==> src/hdl/dhcp_reply_option_parser_assert.svh <==
// Assertion macros for the DHCP reply option parser.
`ifndef DHCP_REPLY_OPTION_PARSER_ASSERT_SVH
`define DHCP_REPLY_OPTION_PARSER_ASSERT_SVH

// Clocked implication, off during reset.
`define DRP_ASSERT_IMPLY(lbl, ante, cons, msg) \
  lbl: assert property (@(posedge clk_i) disable iff (!rst_ni) (ante) |-> (cons)) \
    else $error(msg);

// Condition that must never hold.
`define DRP_ASSERT_NEVER(lbl, cond, msg) \
  lbl: assert property (@(posedge clk_i) disable iff (!rst_ni) !(cond)) \
    else $error(msg);

`endif

==> src/hdl/drp_pkg.sv <==
package drp_pkg;

  localparam int unsigned MaxPacketDef  = 2048;
  localparam int unsigned MaxRoutersDef = 4;
  localparam int unsigned MaxDnsDef     = 3;

  localparam int unsigned ListSlots = 4;  // field_index is two bits
  localparam logic [15:0] OptStart  = 16'd240;
  localparam logic [31:0] Cookie    = 32'h6382_5363;

  localparam logic [7:0] OptPad       = 8'd0;
  localparam logic [7:0] OptNetmask   = 8'd1;
  localparam logic [7:0] OptRouter    = 8'd3;
  localparam logic [7:0] OptDns       = 8'd6;
  localparam logic [7:0] OptBroadcast = 8'd28;
  localparam logic [7:0] OptLease     = 8'd51;
  localparam logic [7:0] OptMsgType   = 8'd53;
  localparam logic [7:0] OptServer    = 8'd54;
  localparam logic [7:0] OptRenew     = 8'd58;
  localparam logic [7:0] OptRebind    = 8'd59;
  localparam logic [7:0] OptEnd       = 8'd255;

  localparam logic CfgTransactionId = 1'b0;
  localparam logic CfgClientHwAddr  = 1'b1;

  typedef enum logic [1:0] {
    PH_CODE  = 2'd0,
    PH_SIZE  = 2'd1,
    PH_VALUE = 2'd2,
    PH_DONE  = 2'd3
  } phase_e;

  typedef enum logic [3:0] {
    FK_NONE      = 4'd0,
    FK_ADDRESS   = 4'd1,
    FK_NETMASK   = 4'd2,
    FK_BROADCAST = 4'd3,
    FK_LEASE     = 4'd4,
    FK_RENEW     = 4'd5,
    FK_REBIND    = 4'd6,
    FK_TYPE      = 4'd7,
    FK_SERVER    = 4'd8,
    FK_ROUTER    = 4'd9,
    FK_DNS       = 4'd10
  } field_kind_e;

endpackage

==> src/hdl/dhcp_reply_option_parser.sv <==
// Channel   | Dir | Handshake             | Beat contents
// s_axis    | in  | s_tvalid_i/s_tready_o | tdata: data_byte[7:0]; tlast: last_byte
// m_axis    | out | m_tvalid_o/m_tready_i | tdata: status, field_kind, field_index,
//           |     |                       |        field_value; tlast: run_end
// cfg       | in  | cfg_valid_i/cfg_ready_o | index 0 transaction id, 1 client MAC
//
// One packet byte per cycle; header checks and option walk finish in the beat's
// own cycle. The final byte loads a result snapshot, which the output sequencer
// drains at one item per cycle: 1 item on reject, 8 + routers + DNS otherwise.
// A final byte is held off (s_tready_o low) while the previous snapshot is still
// draining; other bytes keep flowing. Output register stalls only on m_tready_i.
// Reset (rst_ni, async, low) clears the parser, the sequencer and the config registers.
module dhcp_reply_option_parser
  import drp_pkg::*;
#(
  parameter int unsigned MAX_PACKET  = MaxPacketDef,
  parameter int unsigned MAX_ROUTERS = MaxRoutersDef,
  parameter int unsigned MAX_DNS     = MaxDnsDef
) (
  input  logic        clk_i,
  input  logic        rst_ni,
  input  logic        s_tvalid_i,
  output logic        s_tready_o,
  input  logic [7:0]  s_tdata_i,   // [7:0] data_byte
  input  logic        s_tlast_i,   // last_byte
  output logic        m_tvalid_o,
  input  logic        m_tready_i,
  output logic [39:0] m_tdata_o,   // [0] status, [4:1] field_kind, [6:5] field_index,
                                   // [38:7] field_value, [39] zero
  output logic        m_tlast_o,   // run_end
  input  logic        cfg_valid_i,
  output logic        cfg_ready_o,
  input  logic        cfg_index_i,
  input  logic [47:0] cfg_data_i
);

  localparam int unsigned RCapI = (MAX_ROUTERS < ListSlots) ? MAX_ROUTERS : ListSlots;
  localparam int unsigned DCapI = (MAX_DNS < ListSlots) ? MAX_DNS : ListSlots;
  localparam logic [2:0]  RCap  = 3'(RCapI);
  localparam logic [2:0]  DCap  = 3'(DCapI);
  localparam logic [15:0] MaxPkt = 16'(MAX_PACKET);

  // configuration
  logic [31:0] tid_q;
  logic [47:0] mac_q;
  assign cfg_ready_o = 1'b1;

  always_ff @(posedge clk_i or negedge rst_ni) begin
    if (!rst_ni) begin
      tid_q <= '0;
      mac_q <= '0;
    end else if (cfg_valid_i) begin
      unique case (cfg_index_i)
        CfgTransactionId: tid_q <= cfg_data_i[31:0];
        CfgClientHwAddr:  mac_q <= cfg_data_i;
        default: ;
      endcase
    end
  end

  // parser state
  logic [15:0] pos_q, pos_d;
  logic        rej_q, rej_d;
  phase_e      ph_q, ph_d;
  logic [7:0]  code_q, code_d, size_q, size_d, left_q, left_d;
  logic [31:0] wg_q, wg_d, addr_q, addr_d, mask_q, mask_d, bc_q, bc_d;
  logic [31:0] lease_q, lease_d, renew_q, renew_d, rebind_q, rebind_d, srv_q, srv_d;
  logic [7:0]  kind_q, kind_d;
  logic [31:0] rl_q [ListSlots];
  logic [31:0] dl_q [ListSlots];
  logic [2:0]  rt_q, rt_d, dt_q, dt_d;
  logic        r_wr, d_wr;

  // snapshot and sequencer
  logic        busy_q;
  logic        s_rej_q;
  logic [31:0] s_addr_q, s_mask_q, s_bc_q, s_lease_q, s_renew_q, s_rebind_q, s_srv_q;
  logic [7:0]  s_kind_q;
  logic [31:0] s_rl_q [ListSlots];
  logic [31:0] s_dl_q [ListSlots];
  logic [2:0]  s_rt_q, s_dt_q;
  logic [3:0]  cnt_q;
  logic [4:0]  n_q;

  logic accept, fin, fin_rej;
  logic [7:0] b, want, idx;
  logic four, chk;

  assign s_tready_o = !(busy_q && s_tlast_i);
  assign accept     = s_tvalid_i && s_tready_o;
  assign b          = s_tdata_i;

  always_comb begin
    pos_d = pos_q; rej_d = rej_q; ph_d = ph_q; code_d = code_q; size_d = size_q;
    left_d = left_q; wg_d = wg_q; addr_d = addr_q; mask_d = mask_q; bc_d = bc_q;
    lease_d = lease_q; renew_d = renew_q; rebind_d = rebind_q; srv_d = srv_q;
    kind_d = kind_q; rt_d = rt_q; dt_d = dt_q;
    r_wr = 1'b0; d_wr = 1'b0;
    want = '0; chk = 1'b0;
    idx  = size_q - left_q;
    four = (size_q == 8'd4) && (idx == 8'd3);

    if (pos_q >= MaxPkt) rej_d = 1'b1;
    if (!rej_d) begin
      if (pos_q < OptStart) begin
        // header bytes
        if (pos_q == 16'd0) begin
          chk = 1'b1; want = 8'd2;
        end else if (pos_q == 16'd1) begin
          chk = 1'b1; want = 8'd1;
        end else if (pos_q == 16'd2) begin
          chk = 1'b1; want = 8'd6;
        end else if (pos_q >= 16'd4 && pos_q <= 16'd7) begin
          chk = 1'b1; want = 8'(tid_q >> {~pos_q[1:0], 3'b000});
        end else if (pos_q >= 16'd16 && pos_q <= 16'd19) begin
          addr_d = {addr_q[23:0], b};
        end else if (pos_q >= 16'd28 && pos_q <= 16'd33) begin
          chk = 1'b1; want = 8'(mac_q >> {6'(16'd33 - pos_q), 3'b000});
        end else if (pos_q >= 16'd236) begin
          chk = 1'b1; want = 8'(Cookie >> {~pos_q[1:0], 3'b000});
        end
        if (chk && b != want) rej_d = 1'b1;
      end else begin
        unique case (ph_q)
          PH_CODE: begin
            if (b == OptEnd) ph_d = PH_DONE;
            else if (b != OptPad) begin
              code_d = b; ph_d = PH_SIZE;
            end
          end
          PH_SIZE: begin
            size_d = b; left_d = b; wg_d = '0;
            ph_d = (b == 8'd0) ? PH_CODE : PH_VALUE;
          end
          PH_VALUE: begin
            wg_d   = {wg_q[23:0], b};
            left_d = left_q - 8'd1;
            priority if (code_q == OptNetmask && four)   mask_d   = wg_d;
            else if (code_q == OptBroadcast && four)     bc_d     = wg_d;
            else if (code_q == OptLease && four)         lease_d  = wg_d;
            else if (code_q == OptServer && four)        srv_d    = wg_d;
            else if (code_q == OptRenew && four)         renew_d  = wg_d;
            else if (code_q == OptRebind && four)        rebind_d = wg_d;
            else if (code_q == OptMsgType && size_q == 8'd1) kind_d = b;
            else if (code_q == OptRouter && idx[1:0] == 2'd3 && rt_q < RCap) begin
              r_wr = 1'b1; rt_d = rt_q + 3'd1;
            end else if (code_q == OptDns && idx[1:0] == 2'd3 && dt_q < DCap) begin
              d_wr = 1'b1; dt_d = dt_q + 3'd1;
            end else begin
              // other codes and sizes: byte skipped
            end
            if (left_d == 8'd0) ph_d = PH_CODE;
          end
          PH_DONE: ;
          default: ;
        endcase
      end
    end
    if (pos_q != 16'hFFFF) pos_d = pos_q + 16'd1;
  end

  assign fin     = accept && s_tlast_i;
  assign fin_rej = rej_d || (pos_q < OptStart) || ph_d == PH_SIZE || ph_d == PH_VALUE
                   || kind_d == 8'd0 || addr_d == 32'd0;

  always_ff @(posedge clk_i or negedge rst_ni) begin
    if (!rst_ni) begin
      pos_q <= '0; rej_q <= 1'b0; ph_q <= PH_CODE; code_q <= '0; size_q <= '0;
      left_q <= '0; wg_q <= '0; addr_q <= '0; mask_q <= '0; bc_q <= '0;
      lease_q <= '0; renew_q <= '0; rebind_q <= '0; srv_q <= '0; kind_q <= '0;
      rt_q <= '0; dt_q <= '0;
    end else if (fin) begin
      pos_q <= '0; rej_q <= 1'b0; ph_q <= PH_CODE; code_q <= '0; size_q <= '0;
      left_q <= '0; wg_q <= '0; addr_q <= '0; mask_q <= '0; bc_q <= '0;
      lease_q <= '0; renew_q <= '0; rebind_q <= '0; srv_q <= '0; kind_q <= '0;
      rt_q <= '0; dt_q <= '0;
    end else if (accept) begin
      pos_q <= pos_d; rej_q <= rej_d; ph_q <= ph_d; code_q <= code_d; size_q <= size_d;
      left_q <= left_d; wg_q <= wg_d; addr_q <= addr_d; mask_q <= mask_d; bc_q <= bc_d;
      lease_q <= lease_d; renew_q <= renew_d; rebind_q <= rebind_d; srv_q <= srv_d;
      kind_q <= kind_d; rt_q <= rt_d; dt_q <= dt_d;
    end
  end

  // list entries: payload only, count says which are live
  always_ff @(posedge clk_i) begin
    if (accept && r_wr) rl_q[rt_q[1:0]] <= wg_d;
    if (accept && d_wr) dl_q[dt_q[1:0]] <= wg_d;
  end

  // snapshot payload, with the list entry written by the final byte folded in
  always_ff @(posedge clk_i) begin
    if (fin) begin
      s_rej_q    <= fin_rej;
      s_addr_q   <= addr_d;
      s_mask_q   <= mask_d;
      s_bc_q     <= (bc_d == 32'd0 && mask_d != 32'd0) ? (addr_d | ~mask_d) : bc_d;
      s_lease_q  <= lease_d;
      s_renew_q  <= renew_d;
      s_rebind_q <= rebind_d;
      s_srv_q    <= srv_d;
      s_kind_q   <= kind_d;
      s_rt_q     <= rt_d;
      s_dt_q     <= dt_d;
      for (int i = 0; i < ListSlots; i++) begin
        s_rl_q[i] <= (r_wr && rt_q[1:0] == 2'(i)) ? wg_d : rl_q[i];
        s_dl_q[i] <= (d_wr && dt_q[1:0] == 2'(i)) ? wg_d : dl_q[i];
      end
    end
  end

  // output sequencer
  logic        adv, m_valid_q, m_last_q;
  logic [39:0] m_data_q;
  logic        o_last;
  field_kind_e o_kind;
  logic [1:0]  o_idx;
  logic [31:0] o_val;
  logic [4:0]  cnt_x, r_end;

  assign adv   = busy_q && (!m_valid_q || m_tready_i);
  assign cnt_x = {1'b0, cnt_q};
  assign r_end = 5'd8 + {2'b0, s_rt_q};

  always_comb begin
    o_kind = FK_NONE; o_idx = '0; o_val = '0;
    if (!s_rej_q) begin
      if (cnt_x < 5'd8) begin
        o_kind = field_kind_e'(cnt_q + 4'd1);
        unique case (cnt_q[2:0])
          3'd0: o_val = s_addr_q;
          3'd1: o_val = s_mask_q;
          3'd2: o_val = s_bc_q;
          3'd3: o_val = s_lease_q;
          3'd4: o_val = s_renew_q;
          3'd5: o_val = s_rebind_q;
          3'd6: o_val = {24'd0, s_kind_q};
          default: o_val = s_srv_q;
        endcase
      end else if (cnt_x < r_end) begin
        o_kind = FK_ROUTER;
        o_idx  = 2'(cnt_x - 5'd8);
        o_val  = s_rl_q[o_idx];
      end else begin
        o_kind = FK_DNS;
        o_idx  = 2'(cnt_x - r_end);
        o_val  = s_dl_q[o_idx];
      end
    end
    o_last = (cnt_x == n_q - 5'd1);
  end

  always_ff @(posedge clk_i or negedge rst_ni) begin
    if (!rst_ni) begin
      busy_q    <= 1'b0;
      cnt_q     <= '0;
      n_q       <= '0;
      m_valid_q <= 1'b0;
    end else begin
      if (fin) begin
        busy_q <= 1'b1;
        cnt_q  <= '0;
        n_q    <= fin_rej ? 5'd1 : (5'd8 + {2'b0, rt_d} + {2'b0, dt_d});
      end else if (adv) begin
        cnt_q <= cnt_q + 4'd1;
        if (o_last) busy_q <= 1'b0;
      end
      if (adv) m_valid_q <= 1'b1;
      else if (m_tready_i) m_valid_q <= 1'b0;
    end
  end

  always_ff @(posedge clk_i) begin
    if (adv) begin
      m_data_q <= {1'b0, o_val, o_idx, o_kind, s_rej_q};
      m_last_q <= o_last;
    end
  end

  assign m_tvalid_o = m_valid_q;
  assign m_tdata_o  = m_data_q;
  assign m_tlast_o  = m_last_q;

  `include "dhcp_reply_option_parser_assert.svh"

  `DRP_ASSERT_IMPLY(a_no_fin_while_busy, busy_q && s_tlast_i, !s_tready_o, "final byte taken")
  `DRP_ASSERT_IMPLY(a_cnt_in_run, busy_q, cnt_x < n_q, "sequencer past end of run")
  `DRP_ASSERT_NEVER(a_list_caps, rt_q > RCap || dt_q > DCap, "list count over cap")
  `DRP_ASSERT_IMPLY(a_rej_single, busy_q && s_rej_q, n_q == 5'd1, "reject run too long")

endmodule

==> config.mk <==
export PLATFORM = sky130hd
export DESIGN_NAME = dhcp_reply_option_parser
export DESIGN_NICKNAME = d
export VERILOG_FILES = /design/src/hdl/drp_pkg.sv /design/src/hdl/dhcp_reply_option_parser.sv
export VERILOG_INCLUDE_DIRS = /design/src /design/src/hdl
export SDC_FILE = /design/constraint.sdc
export NUM_CORES = 2
export LEC_CHECK = 0
export ABC_AREA = 1
export BUFFER_PORTS_ARGS = -buffer_cell sky130_fd_sc_hd__buf_2
export CAP_MARGIN = 10
export CORE_MARGIN = 5
export CORE_UTILIZATION = 40
export CTS_BUF_LIST = sky130_fd_sc_hd__clkbuf_4
export CTS_CLUSTER_SIZE = 24
export DETAILED_ROUTE_END_ITERATION = 10
export HOLD_SLACK_MARGIN = 0.03
export PLACE_DENSITY = 0.63
export SLEW_MARGIN = 20
export SYNTH_ARGS = -nofsm -noshare
export SYNTH_HDL_FRONTEND = slang
export SYNTH_SLANG_ARGS = --single-unit
==> constraint.sdc <==
create_clock -name clk_i -period 29.5 [get_ports clk_i]
set_input_delay 4.425 -clock clk_i [delete_from_list [all_inputs] [get_ports clk_i]]
set_output_delay 4.425 -clock clk_i [all_outputs]
set_load 0.01 [all_outputs]
==> reports/results.txt <==
status = finished, final reports clean
Top FF cell, synth = edfxtp_1
DRT Pass-1 Iters = 6
via count = 40,700
Hold Path Depth = 2
Placed Instances = 6,883
Setup TNS = 0 ns
global-route wire length before repair = 240 mm
number of synthesized flops with an enable pin = 788
post-DR wirelength/cell = 21.6 um
Yosys warnings = 0
PostCTS Resize Cnt = 0
fin. max-slew vios = 0
clock root buffer = clkbuf_4
total power = 0.00448 W
core area = 0.132 sq mm
Hold Crit Class = reg -> reg
Setup Skew = 0.0959 ns
Placer Congestion = 0.825
Area Growth Syn to Fin = 11.9%
ANT nets after route = 0
area of the multi-input gates = 0.0160 sq mm
DRC = 0
Syn Nets = 5,337
PD cells = 75.5 mW/mm^2
R2R cell count = 9
drt initial violations = 4,134
min-delay src = tid_q[20]$_DFFE_PN0P_
CP startpoint = s_tlast_i
Filler cells = 12,300
clk_lat worst skew = 1.23 ns
Worst Setup End Kind = flop
share of post-route cells with drive strength above 1 = 14.4%
nets = 5,562
Async S/R FF share, synth = 33.9%
most frequent cells in the layout = 1,275 x nand2_1, 788 x edfxtp_1, 718 x o21ai_0
f_max = 0.106 GHz
GRT Total Usage = 22.4%
CTS tree = done
Setup violations, final = 0
Syn Std Cell Area = 0.0530 sq mm
internal reg-to-reg setup slack = 23.12 ns
#FFs+latches synth = 1,192
DR vias/cell = 5.48
startpoint types = input port
die area = 0.140 sq mm
leakage = 25.3 nW
Layout Cells excl Fill = 7,437
GRT overflow = 0
maximum vdd drop = 0.0773 mV
Arr. time, crit path = 10.20 ns
Setup Fix Bufs, Post-CTS = 0
CP required = 30.27 ns
Clock Path Buffers = 4
final hold vios = 0
Slew Limit Headroom = 20.6%
cts bufs inserted = 323
RSZ-0062 raised after global routing = no
Min Clock Period, post-route = 9.43 ns
Unique masters post-synth = 60
post-synthesis sequential area ratio = 63.7%
Mapped Cells = 5,228
Die H = 374 um
H-tree lvl count = 5
maximum fanout along the worst path = 139
Mapped Avg Cell Area = 10.1 sq um
Buffers on Ports = 104
clock-pin slew on the worst setup and hold paths = 0.06 ns
largest net degree at the start of global routing = 140
initial antenna violation count = 5
hold buffers post-CTS = 0
R2R Path Start = busy_q$_DFFE_PN0P_
Register Area = 0.0338 sq mm
final worst-path cycle share = 32.0%
worst slew pin tran = 1.19 ns
row cnt = 133
Fin Hold WS = 0.478 ns
Top Ports = 107
most common library cell in the layout ignoring fill and taps = nand2_1
# clock sinks = 1,192
post-DP HPWL = 92.9 mm
vias in the first global route = 39,700
Initial Util = 40.3%
final wirelength = 160 mm
number of max-cap violations = 0
Die W = 374 um
worst setup path class = in -> reg
cells in the mapped netlist, types with 7 or more instances:
master | n | area, sq um
nand2_1 | 1286 | 4830
edfxtp_1 | 788 | 23700
o21ai_0 | 718 | 3590
inv_1 | 549 | 2060
dfrtp_1 | 404 | 10100
nor2_1 | 249 | 935
clkbuf_1 | 236 | 886
o22ai_1 | 230 | 1440
a21oi_1 | 100 | 500
nand3_1 | 92 | 460
nand4_1 | 76 | 475
a22o_1 | 74 | 648
ha_1 | 43 | 538
o211ai_1 | 41 | 308
o21a_1 | 31 | 233
o21ai_1 | 31 | 155
or2_2 | 31 | 194
buf_2 | 27 | 135
nor3_1 | 20 | 100
a221oi_1 | 19 | 166
a31oi_1 | 16 | 100
mux2i_1 | 16 | 160
nand3_2 | 13 | 130
xor2_1 | 12 | 105
nor4_1 | 10 | 62.6
o221ai_1 | 9 | 78.8
buf_4 | 8 | 60.1
buf_6 | 8 | 90.1
o2111ai_1 | 8 | 70.1
o21ai_2 | 8 | 70.1
buf_1 | 7 | 26.3
nand2_2 | 7 | 43.8
registers in the layout, indices dropped and copies added, names as in the netlist, 39 cells and up:
| name | cells |
|---|---|
| m_tdata_o | 39 |
| s_rl_q | 128 |
| mac_q | 48 |
| s_dl_q | 128 |
| rl_q | 128 |
| dl_q | 128 |
power breakdown:
part	total [W]	leakage (nW)	switching (W)	internal (W)
combinational	0.00109	10.1	0.000811	0.000276
sequential	0.00194	12.8	0.0000542	0.00189
clock	0.00145	2.41	0.000670	0.000779
kinds of logic after synthesis:
family	Yosys count	share of synthesized area, %
buffers and inverters	845	6.22
adders and majority gates	46	1.13
DFF	1192	63.7
xor gates and xnor gates	14	0.231
muxes	22	0.430
and+or+nand+nor	1802	14.0
AOI/OAI and AO/OA	1305	14.2
other	2	0.0142
metal layers:
metal / vias to the layer above / global-route usage, % / wire [um]
li1: 18600 / - / -
met1: 19800 / 30.1 / 65500
met3: 341 / 4.15 / 14300
met2: 2007 / 35.5 / 74700
met5: - / 0 / 0
met4: 0 / 10.1 / 5910
stage by stage:
step	instance area (sq um)	utilization (%)	worst slack, ns
floorplan	53000	-	14.04
global placement	55300	42.0	18.93
detailed placement	55300	42.0	18.80
CTS	59300	45.0	20.10
global route	59300	45.0	19.85
finish	59300	45.0	20.07
critical path: stages:
cell and delay, ns:
buf_2 0.16, nand2_1 0.15, nand2_4 0.48, inv_6 0.70, nand2_1 0.38, buf_4 0.36
inv_8 0.69, buf_4 0.81, buf_4 0.89, buf_4 0.92
worst paths after layout:
path,endpoint
max,s_dl_q[3][21]$_DFFE_PP_
min,tid_q[20]$_DFFE_PN0P_
max reg2reg,s_dl_q[3][21]$_DFFE_PP_
min reg2reg,tid_q[20]$_DFFE_PN0P_
max in group asynchronous,cnt_q[0]$_DFFE_PN0P_
min in group asynchronous,mac_q[21]$_DFFE_PN0P_
layout make-up:
| type | count | share of cell area (%) |
|---|---|---|
| inverters | 559 | 3.57 |
| well taps | 1755 | 3.70 |
| diodes | 8 | 0.0338 |
| repair buffers | 186 | 1.93 |
| flip-flops and latches | 1192 | 57.0 |
| clock inverters | 41 | 0.315 |
| multi-input cells | 3191 | 27.1 |
| clock buffers | 505 | 6.40 |
Note: power is estimated with default switching activity, not from simulation.
